[src/rtl/vcsc_pkg.sv]
`default_nettype none
package vcsc_pkg;

  // Field widths fixed by the interface
  localparam int VOLT_W     = 16;
  localparam int FRAC_W     = 13;
  localparam int GAIN_W     = 14;
  localparam int CEIL_W     = 15;
  localparam int SOFT_W     = 13;
  localparam int CFG_IDX_W  = 3;
  localparam int CFG_DATA_W = 16;

  // Fixed point constants
  localparam int UNITY     = 4096;
  localparam int TEN_VOLTS = 20480;
  localparam int X_LIMIT   = 12288;

  // Divider shapes: first divider gives |x| (14 bits), second gives |y| (13 bits)
  localparam int XQ_W   = 14;
  localparam int YQ_W   = 13;
  localparam int YDEN_W = 31;

  // 27 in Q24, the constant term of the shaper polynomial
  localparam logic [YDEN_W-1:0] SHAPE_K = 31'd452984832;

  typedef enum logic [CFG_IDX_W-1:0] {
    CFG_KNOB_GAIN      = 3'd0,
    CFG_CLIP_CEILING   = 3'd1,
    CFG_CLIP_SOFTNESS  = 3'd2,
    CFG_EXP_MODE       = 3'd3,
    CFG_GAIN_CV_ON     = 3'd4,
    CFG_CEILING_CV_ON  = 3'd5,
    CFG_SOFTNESS_CV_ON = 3'd6
  } cfg_index_t;

  typedef struct packed {
    logic ws_zero;  // no soft range: hard clip
    logic neg;      // excess over the clean range is negative
    logic sat;      // normalised excess beyond the shaper limit
  } clip_flags_t;

  // CV clamped to 0..10 V as Q0.12 fraction: floor((2cv+5)/10) by reciprocal
  function automatic logic [FRAC_W-1:0] cv_fraction(input logic signed [VOLT_W-1:0] cv);
    logic [15:0] c;
    logic [16:0] n;
    logic [33:0] p;
    if (cv < 0) c = 16'd0;
    else if (cv > 16'sd20480) c = 16'd20480;
    else c = cv;
    n = {c, 1'b0} + 17'd5;
    p = n * 17'd52429;
    return p[31:19];
  endfunction

endpackage
`default_nettype wire

[src/rtl/vcsc_shape.sv]
`default_nettype none
module vcsc_shape #(
  parameter int SIDE_W = 8
) (
  input  wire logic                          clk,
  input  wire logic                          rst,
  input  wire logic                          in_valid,
  output logic                               in_ready,
  input  wire logic [vcsc_pkg::XQ_W-1:0]     xq,
  input  wire vcsc_pkg::clip_flags_t         flags_in,
  input  wire logic [SIDE_W-1:0]             side_in,
  output logic                               out_valid,
  input  wire logic                          out_ready,
  output logic [vcsc_pkg::YDEN_W-1:0]        num_hi,
  output logic [vcsc_pkg::YQ_W-1:0]          num_lo,
  output logic [vcsc_pkg::YDEN_W-1:0]        den,
  output vcsc_pkg::clip_flags_t              flags_out,
  output logic [SIDE_W-1:0]                  side_out
);

  localparam int NS = 3;
  localparam int XW = vcsc_pkg::XQ_W;
  localparam int DW = vcsc_pkg::YDEN_W;
  localparam int PW = XW + DW;

  logic [NS:1]   vld;
  logic [NS+1:1] en;

  assign en[NS+1]  = out_ready;
  assign in_ready  = en[1];
  assign out_valid = vld[NS];

  for (genvar k = 1; k <= NS; k++) begin : g_en
    assign en[k] = !vld[k] || en[k+1];
  end

  always_ff @(posedge clk) begin
    if (rst) begin
      vld <= '0;
    end else begin
      if (en[1]) vld[1] <= in_valid;
      for (int k = 2; k <= NS; k++) begin
        if (en[k]) vld[k] <= vld[k-1];
      end
    end
  end

  // stage 1: clamp |x| to three, square
  logic [XW-1:0]             xm;
  logic [XW-1:0]             x1;
  logic [2*XW-1:0]           x2;
  vcsc_pkg::clip_flags_t     f1, f2;
  logic [SIDE_W-1:0]         s1, s2;

  assign xm = (flags_in.sat || xq > XW'(vcsc_pkg::X_LIMIT)) ? XW'(vcsc_pkg::X_LIMIT) : xq;

  always_ff @(posedge clk) begin
    if (en[1]) begin
      x1 <= xm;
      x2 <= xm * xm;
      f1 <= flags_in;
      s1 <= side_in;
    end
  end

  // stage 2: numerator x(27+x^2), denominator 27+9x^2
  logic [DW-1:0] cpoly;
  logic [PW-1:0] np2;
  logic [DW-1:0] d2;

  assign cpoly = vcsc_pkg::SHAPE_K + DW'(x2);

  always_ff @(posedge clk) begin
    if (en[2]) begin
      np2 <= PW'(x1) * PW'(cpoly);
      d2  <= vcsc_pkg::SHAPE_K + DW'(x2) * DW'(9);
      f2  <= f1;
      s2  <= s1;
    end
  end

  // stage 3: add half the divisor for rounding, split for the divider
  logic [PW:0] nr;
  assign nr = {1'b0, np2} + (PW+1)'(d2 >> 1);

  always_ff @(posedge clk) begin
    if (en[3]) begin
      num_hi    <= nr[DW+12:13];
      num_lo    <= nr[12:0];
      den       <= d2;
      flags_out <= f2;
      side_out  <= s2;
    end
  end

endmodule
`default_nettype wire

[config.mk]
export PLATFORM = sky130hd
export DESIGN_NAME = vcsc_shape
export DESIGN_NICKNAME = d
export VERILOG_FILES = /design/src/rtl/vcsc_pkg.sv /design/src/rtl/vcsc_shape.sv
export SDC_FILE = /design/constraint.sdc
export NUM_CORES = 2
export LEC_CHECK = 0
export ABC_AREA = 1
export ABC_CLOCK_PERIOD_IN_PS = 8300
export BUFFER_PORTS_ARGS = -buffer_cell sky130_fd_sc_hd__clkbuf_2
export CORE_MARGIN = 2
export CORE_UTILIZATION = 50
export CTS_CLUSTER_SIZE = 28
export DETAILED_ROUTE_END_ITERATION = 12
export PLACE_DENSITY_LB_ADDON = 0.12
export SKIP_LAST_GASP = 1
export SLEW_MARGIN = 20
export SYNTH_ARGS = -nofsm -noshare
export SYNTH_HDL_FRONTEND = slang
export SYNTH_SLANG_ARGS = --single-unit
[constraint.sdc]
create_clock -name clk -period 8.3 [get_ports clk]
set_input_delay 0.415 -clock clk [delete_from_list [all_inputs] [get_ports clk]]
set_output_delay 0.415 -clock clk [all_outputs]
set_load 0.1 [all_outputs]
# Word level (Yosys, flattened, before mapping)
# Index checks and enable logic that the tools add are counted.
[op_classes]
n_mul = 3
n_addsub = 3
n_lt_le_gt_ge = 1
muxes = 1
n_reduce_logical = 7
[ops]
columns = ["operator", "count"]
rows = [
  ["$add A44 B30 Y44", 1],
  ["$mul A14 B30 Y44", 1],
  ["$add A29 B31 Y31 const A", 1],
  ["$mul A28 B4 Y31 const B", 1],
  ["$add A29 B28 Y30 const A", 1],
  ["$mul A14 B14 Y28", 1],
  ["$gt A14 B14 Y1 const B", 1],
  ["$mux W14", 1],
  ["$logic_or A1 B1 Y1", 4],
  ["$logic_not A1 Y1", 3],
]
[totals]
inputBits = 29
out_inout_bits = 88
regBits = 228

# Longest topological paths before layout
[logic_depth]
word_depth = 4
ltp_mapped = 32
depth_no_buf = 30

# Worst setup path before layout
# OpenSTA, ideal clock, no wires.
[synth_timing]
kind = "register to register"
startpoint = "register x2[24]"
endpoint = "register np2[29], data pin"
stages_incl_launch_ff = 24
synth_period_minus_slack_ns = 6.171
arrival_ns = 5.918
path_buffers = 1
setup_time_ns = 0.253
setup_slack_ns = 2.129
required_time_ns = 8.047
path_cell_list = "edfxtp_1 > buf_2 > clkinv_1 > ha_1 > xnor2_1 > nand2_1 > fa_1 > inv_1 > fa_1 > fa_1 > inv_1 > fa_1 > inv_1 > fa_1 > inv_1 > fa_1 > inv_1 > ha_1 > nand2_1 > nor2_1 > nand2_1 > or2_2 > nand4_1 > nand2_1"
[synth_via]
elab_chain_len = 2
[synth_lines]
columns = ["item", "line", "rtl"]
rows = [
  ["start: declaration", "vcsc_shape.sv:51", "logic [2*XW-1:0] x2;"],
  ["start signal: assignment", "vcsc_shape.sv:60", "x2 <= xm * xm;"],
  ["$add A29 B28 Y30", "vcsc_shape.sv:71", "assign cpoly = vcsc_pkg::SHAPE_K + DW'(x2);"],
  ["$mul A14 B30 Y44", "vcsc_shape.sv:75", "np2 <= PW'(x1) * PW'(cpoly);"],
  ["end signal: assignment", "vcsc_shape.sv:75", ""],
  ["end: declaration", "vcsc_shape.sv:68", "logic [PW-1:0] np2;"],
]
# No other way between the ends.
# A chain may end at the register's enable or synchronous reset.

# Final worst setup path
[layout_timing]
startpoint = "register x2[24]"
endpoint = "register np2[43], data pin"
# Same word-level chain as after synthesis.

==> results.md <==
Global route
* overall track demand over capacity in global routing: 28.0%
* pin count of the biggest net entering global routing: 71
* overall overflow remaining after global route: 0
* vias in the first global route: 26300
* wire length of the first global-routing pass: 145000 µm
* antenna violations before repair: 0

Timing
* hold violation count in the final report: 0
* final cycle utilization of the critical path: 83.8%
* pin slew with the least headroom to its limit: 0.978 ns
* Worst slew margin: 34.8%
* number of max-slew violations in the final report: 0
* maximum frequency from static timing analysis: 144 MHz
* Final TNS setup: 0 ns
* setup repair after global routing missed its margin: false
* final worst clock skew: 0.0334 ns
* minimum period implied by the final worst setup slack: 6.96 ns
* Setup Viol. Count Final: 0

Die
* Die Span Y: 258 µm
* Initial Utilization: 50.3%
* Std-Cell Core Area: 0.0642 mm²
* number of top-level pins: 117
* Die Wd: 258 µm
* std cell rows: 93
* area enclosed by the die boundary: 0.0667 mm²

Cells and area
* non-filler instance count after layout: 5082
* proportion of layout cells with a drive suffix above 1: 5.51%
* area added between synthesis and finish: 7.37%
* # diodes: 0
* net count reported at finish: 4979

Logic synthesis
* fraction of synthesized cell area taken by the top area cell type: 27.5%
* number of synthesized register bits: 222
* top cells by count, synth: 1216 x sky130_fd_sc_hd__nand2_1, 1058 x sky130_fd_sc_hd__inv_1, 444 x sky130_fd_sc_hd__fa_1
* Most used DFF post-synth: sky130_fd_sc_hd__edfxtp_1
* library cell with the largest summed area after synthesis: sky130_fd_sc_hd__fa_1
* number of instances in the synthesized netlist: 4115
* cell with the most instances after synthesis: sky130_fd_sc_hd__nand2_1
* sequential cell area fraction in the yosys report: 20.5%
* number of enable-type register cells in the synthesized netlist: 219
* dominant cells by area after synthesis: sky130_fd_sc_hd__fa_1 27%, sky130_fd_sc_hd__edfxtp_1 20%, sky130_fd_sc_hd__nand2_1 14%
* mean cell area of the mapped netlist: 7.86 µm²
* area of the mapped netlist: 0.0323 mm²
* share of async-settable or async-resettable flops after synthesis: 0%
* count of unique library cells instantiated by Yosys: 42
* number of warnings printed during yosys synthesis: 0

Clock tree
* Post-CTS Setup Bufs: 0
* TritonCTS clock tree: built
* total CTS buffers: 27
* insertion delay to the later sink of the worst-skew pair: 0.59 ns
* buffer type at the clock tree root: sky130_fd_sc_hd__clkbuf_16
* H-tree lvl count: 1
* hold buffers post-CTS: 0
* maximum clock path buffer count: 3
* count of instances resized after the clock tree is built: 0
* CTS clock-pin slew for the worst setup and hold paths: 0.06 ns
* number of sinks handled by clock tree synthesis: 222

Setup path
* Critical Path Start Type: register
* kind of end point of the critical path: register
* launching element of the worst setup path: x2[24]
* startpoint-to-endpoint class of the critical path: register to register
* capture point of the critical path: np2[43]
* endpoint required time on the critical path: 8.62 ns
* R2R cell count: 23
* arrival time of data at the critical path endpoint: 7.28 ns
* FF-to-FF setup slack: 1.34 ns
* reg-to-reg endpoint: np2[43]
* Critical R2R Launch: x2[24]
* largest fanout on the critical path: 11

Route
* post-route antenna net violation count: 0
* Via density: 5.00
* Pre-Repair DR Iteration Count: 7
* DRC: 0
* Detailed Route WL: 90100 µm
* WL per Instance: 17.7 µm
* violation count after the first detailed-routing iteration: 1570
* number of vias in the routed layout: 25400

Placed design
* number of instances in the placed design: 5036
* RePlAce Congestion: 0.986
* placed wire-length estimate after detailed placement: 76000 µm
* IO buf count: 115

Min path
* worst hold path startpoint: side_in[5]
* worst hold-check path type: input port to register

Flow run
* Maximum Capacitance Violations: 0

Run status
* outcome: complete, no violations

## how the worst min path moves through the flow
| stage | depth (start not counted) | to |
|---|---|---|
| after floorplan | 0 | f2[0] |
| after global placement | 0 | f2[2] |
| after detailed placement | 0 | s2[2] |
| after CTS | 1 | f1[2] |
| after global routing | 1 | f1[2] |
| final | 1 | s1[5] |
## final cells by class
type	instances	area [µm²]
clock buffers	30	687
clock inverters	16	181
fillers	6335	29500
inverters	1081	4070
multi-input cells	2740	21300
flip-flops and latches	222	6640
well taps	855	1070
repair buffers	138	748
## layer usage
metal	share of wire, %	track usage (%)	routed length, µm	vias to the layer above
met5	0	0	0	-
met4	3.7	9.60	3370	0
met3	5.8	3.50	5260	167
met2	48	48.7	43600	735
met1	42	36.2	37900	12100
li1	-	-	-	12400
## stage by stage
stage          area (µm²)  worst slack (ns)  util, %  hold WS (ns)
6_report            34700              1.34     54.0        0.0257
5_1_grt             34700             0.831     54.0       0.00612
4_1_cts             34700              1.35     54.0       0.00471
3_5_place_dp        33800              1.37     52.7         0.405
3_3_place_gp        33800              1.51     52.7         0.401
2_1_floorplan       32300              2.13        -         0.400
## critical path, cell delays in order, from the launching register on
cell and delay (ns):
sky130_fd_sc_hd__edfxtp_1 0.58, sky130_fd_sc_hd__clkinv_1 0.44, sky130_fd_sc_hd__ha_1 0.37, sky130_fd_sc_hd__xnor2_1 0.63
sky130_fd_sc_hd__nand2_1 0.17, sky130_fd_sc_hd__fa_1 0.56, sky130_fd_sc_hd__inv_1 0.05, sky130_fd_sc_hd__fa_1 0.45
sky130_fd_sc_hd__fa_1 0.51, sky130_fd_sc_hd__inv_1 0.05, sky130_fd_sc_hd__fa_1 0.53, sky130_fd_sc_hd__inv_1 0.05
sky130_fd_sc_hd__fa_1 0.47, sky130_fd_sc_hd__inv_1 0.05, sky130_fd_sc_hd__fa_1 0.47, sky130_fd_sc_hd__inv_1 0.04
sky130_fd_sc_hd__ha_1 0.36, sky130_fd_sc_hd__nand2_1 0.13, sky130_fd_sc_hd__nor2_1 0.20, sky130_fd_sc_hd__nand2_1 0.13
sky130_fd_sc_hd__nor2_1 0.16, sky130_fd_sc_hd__nand3_1 0.11, sky130_fd_sc_hd__nand4_1 0.13, sky130_fd_sc_hd__nand2_1 0.05
## cells by family (layout without fill, tap and decap cells)
| group | Yosys count | count (layout) | share of synthesized area [%] |
|---|---|---|---|
| compound gates | 180 | 180 | 3.03 |
| other cells | 2 | 9 | 0.0232 |
| xor+xnor | 82 | 82 | 2.22 |
| fa+ha+maj | 740 | 740 | 39.0 |
| flops | 222 | 222 | 20.5 |
| buf+inv | 1160 | 1265 | 13.6 |
| simple gates | 1729 | 1729 | 21.6 |
## sequential cells by signal, indices dropped and copies added (netlist names)
register / count
d2: 30
den: 29
f1: 3
f2: 3
flags_out: 3
np2: 43
num_hi: 31
num_lo: 13
s1: 8
s2: 8
side_out: 8
vld: 3
x1: 14
x2: 26
## layout by cell type, fill, tap and decap left out, types with 16 or more instances in the layout
cell,instances
sky130_fd_sc_hd__xor2_1,60
sky130_fd_sc_hd__ha_1,296
sky130_fd_sc_hd__inv_1,1057
sky130_fd_sc_hd__a21oi_1,110
sky130_fd_sc_hd__buf_4,23
sky130_fd_sc_hd__clkbuf_2,115
sky130_fd_sc_hd__inv_2,16
sky130_fd_sc_hd__edfxtp_1,219
sky130_fd_sc_hd__xnor2_1,22
sky130_fd_sc_hd__o21ai_0,35
sky130_fd_sc_hd__nor3_1,26
sky130_fd_sc_hd__nand2_1,1214
sky130_fd_sc_hd__o21bai_1,16
sky130_fd_sc_hd__nand4_1,44
sky130_fd_sc_hd__fa_1,444
sky130_fd_sc_hd__nand3_1,119
sky130_fd_sc_hd__clkbuf_16,27
sky130_fd_sc_hd__nor2_1,284
Power is left out: the tool's default activity adds up to more than one toggle a clock period on the data nets, which glitch-free logic cannot reach.
