### src/rtl/vcsc_div.sv
`default_nettype none
module vcsc_div #(
  parameter int DEN_W  = 15,
  parameter int Q_W    = 14,
  parameter int SIDE_W = 8
) (
  input  wire logic              clk,
  input  wire logic              rst,
  input  wire logic              in_valid,
  output logic                   in_ready,
  input  wire logic [DEN_W-1:0]  num_hi,   // must be below den
  input  wire logic [Q_W-1:0]    num_lo,
  input  wire logic [DEN_W-1:0]  den,
  input  wire logic [SIDE_W-1:0] side_in,
  output logic                   out_valid,
  input  wire logic              out_ready,
  output logic [Q_W-1:0]         quot,
  output logic [SIDE_W-1:0]      side_out
);

  // one quotient bit per stage, restoring
  logic [Q_W:1]         vld;
  logic [Q_W+1:1]       en;
  logic [DEN_W-1:0]     rem  [1:Q_W];
  logic [Q_W-1:0]       qt   [1:Q_W];
  logic [Q_W-1:0]       low  [1:Q_W];
  logic [DEN_W-1:0]     dv   [1:Q_W];
  logic [SIDE_W-1:0]    sd   [1:Q_W];

  assign en[Q_W+1] = out_ready;
  assign in_ready  = en[1];
  assign out_valid = vld[Q_W];
  assign quot      = qt[Q_W];
  assign side_out  = sd[Q_W];

  always_ff @(posedge clk) begin
    if (rst) begin
      vld <= '0;
    end else begin
      if (en[1]) vld[1] <= in_valid;
      for (int k = 2; k <= Q_W; k++) begin
        if (en[k]) vld[k] <= vld[k-1];
      end
    end
  end

  for (genvar k = 1; k <= Q_W; k++) begin : g_stage
    logic [DEN_W-1:0]  rp, dp;
    logic [Q_W-1:0]    qp, lp;
    logic [SIDE_W-1:0] sp;
    logic [DEN_W:0]    trial;
    logic              ge;

    if (k == 1) begin : g_first
      assign rp = num_hi;
      assign qp = '0;
      assign lp = num_lo;
      assign dp = den;
      assign sp = side_in;
    end else begin : g_next
      assign rp = rem[k-1];
      assign qp = qt[k-1];
      assign lp = low[k-1];
      assign dp = dv[k-1];
      assign sp = sd[k-1];
    end

    assign en[k] = !vld[k] || en[k+1];
    assign trial = {rp, lp[Q_W-1]};
    assign ge    = trial >= {1'b0, dp};

    always_ff @(posedge clk) begin
      if (en[k]) begin
        rem[k] <= ge ? DEN_W'(trial - {1'b0, dp}) : trial[DEN_W-1:0];
        qt[k]  <= {qp[Q_W-2:0], ge};
        low[k] <= lp << 1;
        dv[k]  <= dp;
        sd[k]  <= sp;
      end
    end
  end

endmodule
`default_nettype wire

### config.mk
export PLATFORM = sky130hd
export DESIGN_NAME = vcsc_div
export DESIGN_NICKNAME = d
export VERILOG_FILES = /design/src/rtl/vcsc_div.sv
export SDC_FILE = /design/constraint.sdc
export NUM_CORES = 1
export LEC_CHECK = 0
export ABC_AREA = 1
export BUFFER_PORTS_ARGS = -buffer_cell sky130_fd_sc_hd__buf_2
export CAP_MARGIN = 20
export CORE_UTILIZATION = 26
export CTS_BUF_LIST = sky130_fd_sc_hd__clkbuf_16
export DETAILED_ROUTE_END_ITERATION = 10
export GPL_ROUTABILITY_DRIVEN = 0
export SLEW_MARGIN = 20
export SYNTH_ARGS = -nofsm -noshare
export SYNTH_HDL_FRONTEND = slang
export SYNTH_SLANG_ARGS = --single-unit
### constraint.sdc
create_clock -name clk -period 17.5 [get_ports clk]
set_input_delay 0 -clock clk [delete_from_list [all_inputs] [get_ports clk]]
set_output_delay 0 -clock clk [all_outputs]
set_load 0.02 [all_outputs]
After elaboration in Yosys (flattened, before gate mapping)
Memories as Yosys holds them, arrays and structs flattened.
Cells that the tools add are included.
{ "op_classes": {"n_reduce_logical": 28, "magnitude_cmp": 14, "addsub": 14, "mux": 42} }
{ "op_table": {"columns": ["operator", "count"], "rows": [
  ["16-bit by 15-bit >= comparator with 1-bit output", 14],
  ["15-bit two-way mux", 14],
  ["15-bit subtractor", 14],
  ["1-bit two-way mux", 28],
  ["1-bit zero test", 14],
  ["1-bit logical OR", 14]
]} }
{ "totals": {"input_bits": 56, "ff_bits": 14, "mem_count": 5, "out_inout_bits": 24, "elab_cells": 117, "ramBits": 910} }
{ "memory_table": {"columns": ["memory", "words", "word_bits", "read_ports", "rd_clocked_by_memory_dff", "wr", "line_no", "rtl"], "rows": [
  ["dv", 14, 15, 13, 0, 14, "27", "logic [DEN_W-1:0] dv [1:Q_W];"],
  ["rem", 14, 15, 13, 0, 14, "24", "logic [DEN_W-1:0] rem [1:Q_W];"],
  ["qt", 14, 14, 14, 0, 14, "25", "logic [Q_W-1:0] qt [1:Q_W];"],
  ["low", 14, 13, 13, 0, 14, "26", "logic [Q_W-1:0] low [1:Q_W];"],
  ["sd", 14, 8, 14, 0, 14, "28", "logic [SIDE_W-1:0] sd [1:Q_W];"]
]} }

Logic depth before layout (Yosys ltp)
Gate-level depths: netlist of the first run.
{ "depth": {"ltp_word": 17, "ltp_mapped": 13, "ltp_nobuf": 13} }

Least setup slack after synthesis of the first run
No wires, ideal clock.
{ "synth_path": {"path_type": "register to register", "start": "register vld[14] (netlist bit)", "end": "register dv[0][15] (netlist name)", "required_ns": 16.572, "slack_ns": 11.410, "setup_time_ns": 0.928, "n_path_buf": 0, "arrival_ns": 5.162, "path_stages_with_launch": 8, "period_less_slack_ns": 6.090, "cell_sequence": "dfxtp_1 -> nand3_2 -> nor2_2 -> nand4_4 -> nor2_4 -> nand4_4 -> nor2_4 -> nand4_1"} }
{ "synth_rtl": {"columns": ["element", "line_no", "rtl"], "rows": [
  ["start: declaration", "22", "logic [Q_W:1] vld;"],
  ["start signal: indexed assignment", "42", "if (en[k]) vld[k] <= vld[k-1];"]
]} }

Worst setup path in the final report of the first run
{ "layout_path": {"start": "register vld[14] (netlist bit)", "end": "output in_ready"} }
{ "layout_via": {"elab_chain_len": 15} }
{ "layout_lines": {"columns": ["element", "line_no", "rtl"], "rows": [
  ["1-bit zero test", "68", "assign en[k] = !vld[k] || en[k+1];"],
  ["1-bit logical OR (2 in series)", "68", null],
  ["named net en, one bit", "23", "logic [Q_W+1:1] en;"],
  ["1-bit logical OR (4 in series)", "68", null],
  ["named net en, one bit", "23", null],
  ["1-bit logical OR (4 in series)", "68", null],
  ["named net en, one bit", "23", null],
  ["1-bit logical OR (4 in series)", "68", null],
  ["end: declaration", "10", "output logic in_ready,"]
]} }
The timed path passes the listed nets, and every way through them passes these cells.

==> run_summary.xml, run 1 <==
<?xml version="1.0" encoding="UTF-8"?>
<metrics>
  <group name="worst_setup_path">
    <metric name="r2r.worst_path.cells" unit="">12</metric>
    <metric name="worstReg2RegStart" unit="">vld[14]</metric>
    <metric name="cp-endpoint" unit="">in_ready</metric>
    <metric name="worst-endpoint-arrival" unit="ns">3.66</metric>
    <metric name="crit_path_start_kind" unit="">flop</metric>
    <metric name="rr_endpoint" unit="">vld[1]</metric>
    <metric name="crit_required" unit="ns">17.50</metric>
    <metric name="critical_path.max_stage_delay" unit="ns">0.59</metric>
    <metric name="slowest_library_cell_on_the_worst_path" unit="">buf_4</metric>
    <metric name="cp_max_fo" unit="">54</metric>
    <metric name="crit_path_start" unit="">vld[14]</metric>
    <metric name="critical_path_cell_by_cell" unit="">nand3_2 &gt; buf_4 &gt; nor2_2 &gt; nand4_4 &gt; nor2_4 &gt; nand4_4 &gt; buf_4 &gt; nor2_4 &gt; nand4_1 &gt; buf_4 &gt; buf_2</metric>
    <metric name="rrSetupSlack" unit="ns">13.98</metric>
    <metric name="cp-end-kind" unit="">primary output</metric>
    <metric name="critPathKind" unit="">flop to primary output</metric>
    <metric name="path_common_cell" unit="">buf_4</metric>
  </group>
  <group name="sta">
    <metric name="timing.final.ws_setup" unit="ns">13.84</metric>
    <metric name="whs" unit="ns">0.0937</metric>
    <metric name="finalWorstPathRequiredPeriod" unit="ns">3.66</metric>
    <metric name="fin_worst_skew" unit="ns">0.0207</metric>
    <metric name="setup-violations-final" unit="">0</metric>
    <metric name="finalHoldViolCount" unit="">0</metric>
    <metric name="worst_slew_pin_slew" unit="ns">0.922</metric>
    <metric name="totalNegativeSetupSlack" unit="ns">0</metric>
    <metric name="period_share" unit="">0.209</metric>
    <metric name="slew_headroom" unit="">0.385</metric>
    <metric name="grt_setup_unrepaired" unit="">no</metric>
    <metric name="timing.final.max_slew_violations" unit="">0</metric>
    <metric name="fmax" unit="GHz">0.273</metric>
  </group>
  <group name="logic_synthesis">
    <metric name="synth_top_cell_by_area" unit="">edfxtp_1</metric>
    <metric name="synth_largest_type_area_fraction" unit="">0.599</metric>
    <metric name="synth.ff_latch_count" unit="">712</metric>
    <metric name="ys_top_cells_by_area" unit="">edfxtp_1 (60%), ha_1 (7.5%), inv_1 (4.4%)</metric>
    <metric name="synth_warnings" unit="">0</metric>
    <metric name="synth-compound-area-share" unit="">0.0984</metric>
    <metric name="synth_mux_area_frac" unit="">0</metric>
    <metric name="synth_async_sr_flop_share" unit="">0</metric>
    <metric name="synth_area_per_cell" unit="um2">11.6</metric>
    <metric name="netlist-cell-type-count" unit="">46</metric>
    <metric name="top_reg_cell_synth" unit="">edfxtp_1</metric>
    <metric name="synth_adder_area_share" unit="">0.0825</metric>
    <metric name="synth.cell_area" unit="um2">35000</metric>
    <metric name="post_synth_and_or_nand_nor_area_fraction" unit="">0.122</metric>
    <metric name="synth_nets" unit="">3292</metric>
    <metric name="synthXorXnorAreaFrac" unit="">0.0330</metric>
    <metric name="postSynthCellCount" unit="">3013</metric>
    <metric name="seq_area_frac_synth" unit="">0.607</metric>
    <metric name="number_of_enable_flip_flop_cells_after_synthesis" unit="">698</metric>
    <metric name="synth_top_family_by_area" unit="">simple AND/OR/NAND/NOR gates</metric>
  </group>
  <group name="pwr">
    <metric name="power.switching" unit="W">0.00236</metric>
    <metric name="internal_power_of_the_cells" unit="W">0.00426</metric>
    <metric name="sequentialPowerShare" unit="">0.396</metric>
    <metric name="power.combinational.fraction" unit="">0.370</metric>
    <metric name="cell_leakage_power" unit="nW">16.4</metric>
    <metric name="power.share.switching" unit="">0.356</metric>
    <metric name="ir_drop" unit="uV">73.5</metric>
    <metric name="power.density" unit="nW/um2">164</metric>
    <metric name="power.share.clock" unit="">0.234</metric>
    <metric name="fin_total_pwr" unit="W">0.00661</metric>
  </group>
  <group name="final_layout">
    <metric name="diodes" unit="">0</metric>
    <metric name="postLayoutCoreUtil" unit="">0.301</metric>
    <metric name="area.growth.synth_to_final" unit="%">15.0</metric>
    <metric name="final_layout_size_suffix_gt1_frac" unit="">0.124</metric>
    <metric name="finish.net_count" unit="">3468</metric>
  </group>
  <group name="flow_run">
    <metric name="drv_cap" unit="">0</metric>
  </group>
  <group name="global_routing">
    <metric name="gr-usage-all-layers" unit="">0.0966</metric>
    <metric name="number_of_antenna_violations_at_the_first_check_in_global_routing" unit="">0</metric>
    <metric name="grt_first_pass_wirelength" unit="um">107000</metric>
    <metric name="grt_max_degree" unit="">55</metric>
    <metric name="grt_pass1_vias" unit="">21572</metric>
    <metric name="overflow" unit="">0</metric>
  </group>
  <group name="placement">
    <metric name="io_buffers" unit="">79</metric>
    <metric name="dpl_worst_slack" unit="ns">13.89</metric>
    <metric name="dp.final_hpwl" unit="um">49600</metric>
  </group>
  <group name="detailed_routing">
    <metric name="post_drt_wl_per_cell" unit="um">13.3</metric>
    <metric name="ant_nets" unit="">0</metric>
    <metric name="routed_wl" unit="um">66600</metric>
    <metric name="first_pass_iters" unit="">5</metric>
    <metric name="dr_total_vias" unit="">21381</metric>
    <metric name="drt_iter0_markers" unit="">1166</metric>
    <metric name="drc" unit="">0</metric>
    <metric name="vias_per_cell" unit="">4.27</metric>
  </group>
  <group name="outcome">
    <metric name="result_of_the_run" unit="">complete, no violations</metric>
  </group>
  <group name="die">
    <metric name="floorplan.initialDensity" unit="">0.262</metric>
    <metric name="die-area" unit="um2">136000</metric>
    <metric name="placeableCoreArea" unit="um2">133000</metric>
    <metric name="rows" unit="">134</metric>
    <metric name="floorplan.die.height" unit="um">369</metric>
    <metric name="die-width" unit="um">369</metric>
    <metric name="top_level_ports" unit="">80</metric>
  </group>
  <group name="cts">
    <metric name="cts_inserted_buffers" unit="">73</metric>
    <metric name="cts_repair_resize_count" unit="">0</metric>
    <metric name="cts_tree" unit="">done</metric>
    <metric name="h-tree-depth" unit="">3</metric>
    <metric name="ctsLongestPathBuffers" unit="">3</metric>
    <metric name="cts.clk_slew.worst_paths" unit="ns">0.06</metric>
    <metric name="tritoncts_num_sinks" unit="">712</metric>
    <metric name="clock_insertion_delay_worst_skew" unit="ns">0.62</metric>
    <metric name="cts_root_buf" unit="">clkbuf_16</metric>
  </group>
  <group name="hold_path">
    <metric name="min_path_type" unit="">input port to flop</metric>
    <metric name="hp-start" unit="">out_ready</metric>
  </group>
</metrics>
final cells by class:
| cell class | count | area, um2 |
|---|---|---|
| Clock inverter | 54 | 509 |
| Fill cell | 13506 | 93200 |
| Tap cell | 1768 | 2210 |
| Timing Repair Buffer | 145 | 1050 |
| Inverter | 421 | 1580 |
| Multi-Input combinational cell | 1836 | 11800 |
| Clock buffer | 75 | 1880 |
| Sequential cell | 712 | 21200 |
timing repair:
| item | CTS | global route |
|---|---|---|
| buffers inserted | 0 | 0 |
| hold buffers | 55 | 0 |
| endpoints found under the hold margin | 65 | 0 |
metrics by stage:
step / instance area [um2] / instances
floorplan: 35000 / 3013
global placement: 37200 / 4825
detailed placement: 37300 / 4826
CTS: 40200 / 5010
global route: 40200 / 5011
finish: 40200 / 5011
power groups by stage:
stage	sequential, W	combinational, W	clock (W)
3_5_place_dp	0.00266	0.00242	0
6_report	0.00262	0.00245	0.00155
3_3_place_gp	0.00265	0.00237	0
2_1_floorplan	0.00259	0.00200	0
5_1_grt	0.00266	0.00274	0.00166
4_1_cts	0.00262	0.00244	0.00160
flip-flops by register name, indices dropped and copies added, names as in the netlist:
name  count
dv      195
vld      14
sd      112
rem     195
qt      105
low      91
cell usage in the layout (no fill, tap or decap), types with 7 or more instances in the layout:
cell	synthesis	final
edfxtp_1	698	698
ha_1	210	210
nand3_2	13	15
xnor2_1	64	64
nand4_1	37	37
o31ai_1	13	13
nand2_1	336	333
inv_1	413	422
o21ai_1	23	23
nor3_1	23	23
buf_2	6	79
o21bai_1	10	10
o21ai_0	82	82
buf_4	13	9
dlygate4sd3_1	0	55
a21oi_2	113	113
o21a_2	8	8
nor2_2	21	21
clkinv_1	0	9
a21o_1	14	14
nand3b_1	25	25
nor2_1	356	356
nand3_1	86	84
a21boi_1	11	11
a31oi_1	32	32
a211oi_1	12	12
inv_2	8	10
fa_1	13	13
bufinv_16	0	8
nor4_1	7	7
xor2_1	68	68
clkinv_2	0	14
a21oi_1	216	216
nor4_4	10	10
or2_2	11	11
clkbuf_16	0	75
dfxtp_1	14	14
critical path, delay by kind of cell (launching register included):
family / cells / cell delay [ns]
buffers and inverters: 4 / 1.99
flip-flops: 1 / 0.32
AND/OR/NAND/NOR: 7 / 0.61
worst min path at each step:
| stage | cells past startpoint | slack (ns) | end |
|---|---|---|---|
| CTS | 2 | 0.05 | low[0][18] |
| finish | 5 | 0.09 | vld[14] |
| detailed placement | 1 | 0.18 | low[0][19] |
| floorplan | 1 | 0.07 | vld[10] |
| global placement | 1 | 0.18 | low[0][20] |
| global route | 2 | 0.08 | low[0][24] |
cells by family after synthesis:
logic type / after synthesis
adders and majority gates: 223
buffers and inverters: 465
AOI/OAI and AO/OA: 549
DFF: 712
and+or+nand+nor: 932
xor gates and xnor gates: 132
Yosys cell counts (14+ instances only):
| cell | number |
|---|---|
| a21o_1 | 14 |
| buf_6 | 18 |
| a21oi_1 | 216 |
| inv_1 | 413 |
| o21ai_1 | 23 |
| nand3_1 | 86 |
| edfxtp_1 | 698 |
| nor2_2 | 21 |
| xnor2_1 | 64 |
| a21oi_2 | 113 |
| ha_1 | 210 |
| xor2_1 | 68 |
| nand4_1 | 37 |
| a31oi_1 | 32 |
| o21ai_0 | 82 |
| nand3b_1 | 25 |
| nor3_1 | 23 |
| dfxtp_1 | 14 |
| nor2_1 | 356 |
| nand2_1 | 336 |
layer usage:
metal	routed length, um	global-route usage	vias up
li1	-	-	10879
met1	27200	0.103	9894
met2	34500	0.182	430
met3	2230	0.0193	178
met4	2750	0.0433	0
met5	0	0	-
(Power assumes the default switching activity.)
==> run 2, diff against run 1 <==
==> constraint.sdc (replaced) <==
create_clock -name clk -period 3.4 [get_ports clk]
set_input_delay 0 -clock clk [delete_from_list [all_inputs] [get_ports clk]]
set_output_delay 0 -clock clk [all_outputs]
set_load 0.02 [all_outputs]
==> run_summary.xml, run 2 (synthesis gave the netlist of run 1 again) <==
<?xml version="1.0" encoding="UTF-8"?>
<metrics>
  <group name="pwr">
    <metric name="sequentialPowerShare" unit="">0.392</metric>
    <metric name="power.share.switching" unit="">0.356</metric>
    <metric name="ir_drop" unit="uV">416</metric>
    <metric name="power.switching" unit="W">0.0123</metric>
    <metric name="power.combinational.fraction" unit="">0.364</metric>
    <metric name="power.density" unit="nW/um2">853</metric>
    <metric name="cell_leakage_power" unit="nW">16.5</metric>
    <metric name="power.share.clock" unit="">0.245</metric>
    <metric name="internal_power_of_the_cells" unit="W">0.0222</metric>
  </group>
  <group name="global_routing">
    <metric name="overflow" unit="">0</metric>
    <metric name="grt_first_pass_wirelength" unit="um">109000</metric>
    <metric name="grt_max_degree" unit="">55</metric>
    <metric name="number_of_antenna_violations_at_the_first_check_in_global_routing" unit="">0</metric>
    <metric name="gr-usage-all-layers" unit="">0.0980</metric>
    <metric name="grt_pass1_vias" unit="">21893</metric>
  </group>
  <group name="worst_setup_path">
    <metric name="crit_required" unit="ns">3.73</metric>
    <metric name="critPathKind" unit="">flop to flop</metric>
    <metric name="crit_path_start_kind" unit="">flop</metric>
    <metric name="worst-endpoint-arrival" unit="ns">3.04</metric>
    <metric name="cp_max_fo" unit="">29</metric>
    <metric name="r2r.worst_path.cells" unit="">9</metric>
    <metric name="cp-end-kind" unit="">flop</metric>
  </group>
  <group name="final_layout">
    <metric name="diodes" unit="">0</metric>
    <metric name="largest_registers" unit="">dv: 195 flops, rem: 195 flops, sd: 112 flops</metric>
    <metric name="final_cell_count_no_fill" unit="">5029</metric>
    <metric name="finish.net_count" unit="">3479</metric>
    <metric name="finish.instance_area" unit="um2">40500</metric>
    <metric name="final_layout_size_suffix_gt1_frac" unit="">0.129</metric>
    <metric name="commonest_cells_after_routing_fill_and_taps_aside" unit="">edfxtp_1 (698), inv_1 (421), nor2_1 (356)</metric>
    <metric name="layout_commonest_cell" unit="">edfxtp_1</metric>
    <metric name="area.growth.synth_to_final" unit="%">15.7</metric>
  </group>
  <group name="placement">
    <metric name="dp.final_hpwl" unit="um">49600</metric>
    <metric name="placed_cells_incl_taps" unit="">4833</metric>
    <metric name="dpl_worst_slack" unit="ns">0.737</metric>
    <metric name="placement.cell_area" unit="um2">37300</metric>
    <metric name="io_buffers" unit="">79</metric>
  </group>
  <group name="detailed_routing">
    <metric name="post_drt_wl_per_cell" unit="um">13.3</metric>
    <metric name="drt_iter0_markers" unit="">1229</metric>
    <metric name="routed_wl" unit="um">67000</metric>
    <metric name="dr_total_vias" unit="">21521</metric>
    <metric name="ant_nets" unit="">0</metric>
    <metric name="vias_per_cell" unit="">4.28</metric>
    <metric name="drc" unit="">0</metric>
    <metric name="first_pass_iters" unit="">6</metric>
  </group>
  <group name="die">
    <metric name="floorplan.initialDensity" unit="">0.262</metric>
    <metric name="floorplan.die.height" unit="um">369</metric>
    <metric name="die-width" unit="um">369</metric>
    <metric name="placeableCoreArea" unit="um2">133000</metric>
    <metric name="top_level_ports" unit="">80</metric>
    <metric name="die-area" unit="um2">136000</metric>
    <metric name="rows" unit="">134</metric>
  </group>
  <group name="cts">
    <metric name="cts.clk_slew.worst_paths" unit="ns">0.06</metric>
    <metric name="cts_tree" unit="">done</metric>
    <metric name="post_cts.repair.setup_buffers" unit="">0</metric>
    <metric name="ctsLongestPathBuffers" unit="">3</metric>
    <metric name="h-tree-depth" unit="">3</metric>
    <metric name="cts_inserted_buffers" unit="">77</metric>
    <metric name="clock_insertion_delay_worst_skew" unit="ns">0.64</metric>
    <metric name="tritoncts_num_sinks" unit="">712</metric>
    <metric name="cts_root_buf" unit="">clkbuf_16</metric>
  </group>
  <group name="sta">
    <metric name="period_share" unit="">0.798</metric>
    <metric name="whs" unit="ns">0.0683</metric>
    <metric name="timing.final.ws_setup" unit="ns">0.686</metric>
    <metric name="fmax" unit="GHz">0.368</metric>
    <metric name="worst_slew_pin_slew" unit="ns">0.834</metric>
    <metric name="setup-violations-final" unit="">0</metric>
    <metric name="finalHoldViolCount" unit="">0</metric>
    <metric name="finalWorstPathRequiredPeriod" unit="ns">2.71</metric>
    <metric name="slew_headroom" unit="">0.444</metric>
    <metric name="fin_worst_skew" unit="ns">0.0369</metric>
    <metric name="timing.final.max_slew_violations" unit="">0</metric>
    <metric name="grt_setup_unrepaired" unit="">no</metric>
  </group>
  <group name="flow_run">
    <metric name="drv_cap" unit="">0</metric>
  </group>
  <group name="outcome">
    <metric name="result_of_the_run" unit="">complete, no violations</metric>
  </group>
  <group name="hold_path">
    <metric name="min_path_type" unit="">input port to flop</metric>
    <metric name="hold_depth" unit="">2</metric>
  </group>
</metrics>
run 2: changes by cell type in the layout (fill, tap and decap cells not counted), sizes merged, moves of 2 or more:
cell / change
buf: +6
bufinv: +2
clkinv: +4
inv: +2
clkbuf: +2
run 2: routing by layer:
| layer | up-vias | share of wire | GRT usage |
|---|---|---|---|
| li1 | 10890 | - | - |
| met1 | 10063 | 0.41 | 0.107 |
| met2 | 401 | 0.53 | 0.186 |
| met3 | 167 | 0.031 | 0.0173 |
| met4 | 0 | 0.032 | 0.0384 |
| met5 | - | 0 | 0 |
run 2: area by class of cell:
class / count / area [um2]
timing repair buffer: 152 / 1080
fill: 13517 / 93000
multi-input combinational: 1836 / 11800
clock inverter: 63 / 672
inverter: 421 / 1580
sequential: 712 / 21200
clock buffer: 77 / 1930
tap: 1768 / 2210
run 2: what timing repair did:
item	in CTS	in global routing
resized for setup	0	0
hold endpoints to repair	65	0
hold buffers	56	0
run 2: through the flow:
| step | utilization | setup TNS, ns | total power (W) |
|---|---|---|---|
| after CTS | 0.303 | 0 | 0.0348 |
| after detailed placement | 0.280 | 0 | 0.0261 |
| after global placement | 0.280 | 0 | 0.0258 |
| after floorplan | - | -374.07 | 0.0237 |
| after global routing | 0.303 | 0 | 0.0369 |
| final | 0.303 | 0 | 0.0346 |
run 2: power groups by stage:
stage	combinational [W]	sequential, W	clock, W
after detailed placement	0.0124	0.0137	0
after global placement	0.0121	0.0137	0
after floorplan	0.0103	0.0133	0
final	0.0126	0.0135	0.00845
after CTS	0.0125	0.0136	0.00876
after global routing	0.0141	0.0138	0.00907
run 2: path summary, 6_finish.rpt:
check                                start    endpoint  slack, ns
worst max-delay path            rem[1][10]  rem[1][17]       0.69
worst min-delay path            num_lo[12]  low[0][25]       0.07
worst max register to register  rem[1][10]  rem[1][17]       0.69
worst min register to register  low[0][61]  low[0][75]       0.40
run 2: worst max-delay path: stages (launching register included):
cell      delay (ns)
edfxtp_1        0.40
ha_1            0.41
a21oi_2         0.20
inv_1           0.06
a21oi_2         0.12
inv_1           0.05
a21oi_1         0.18
nand3_2         0.57
nor2_1          0.34
a21oi_2         0.06
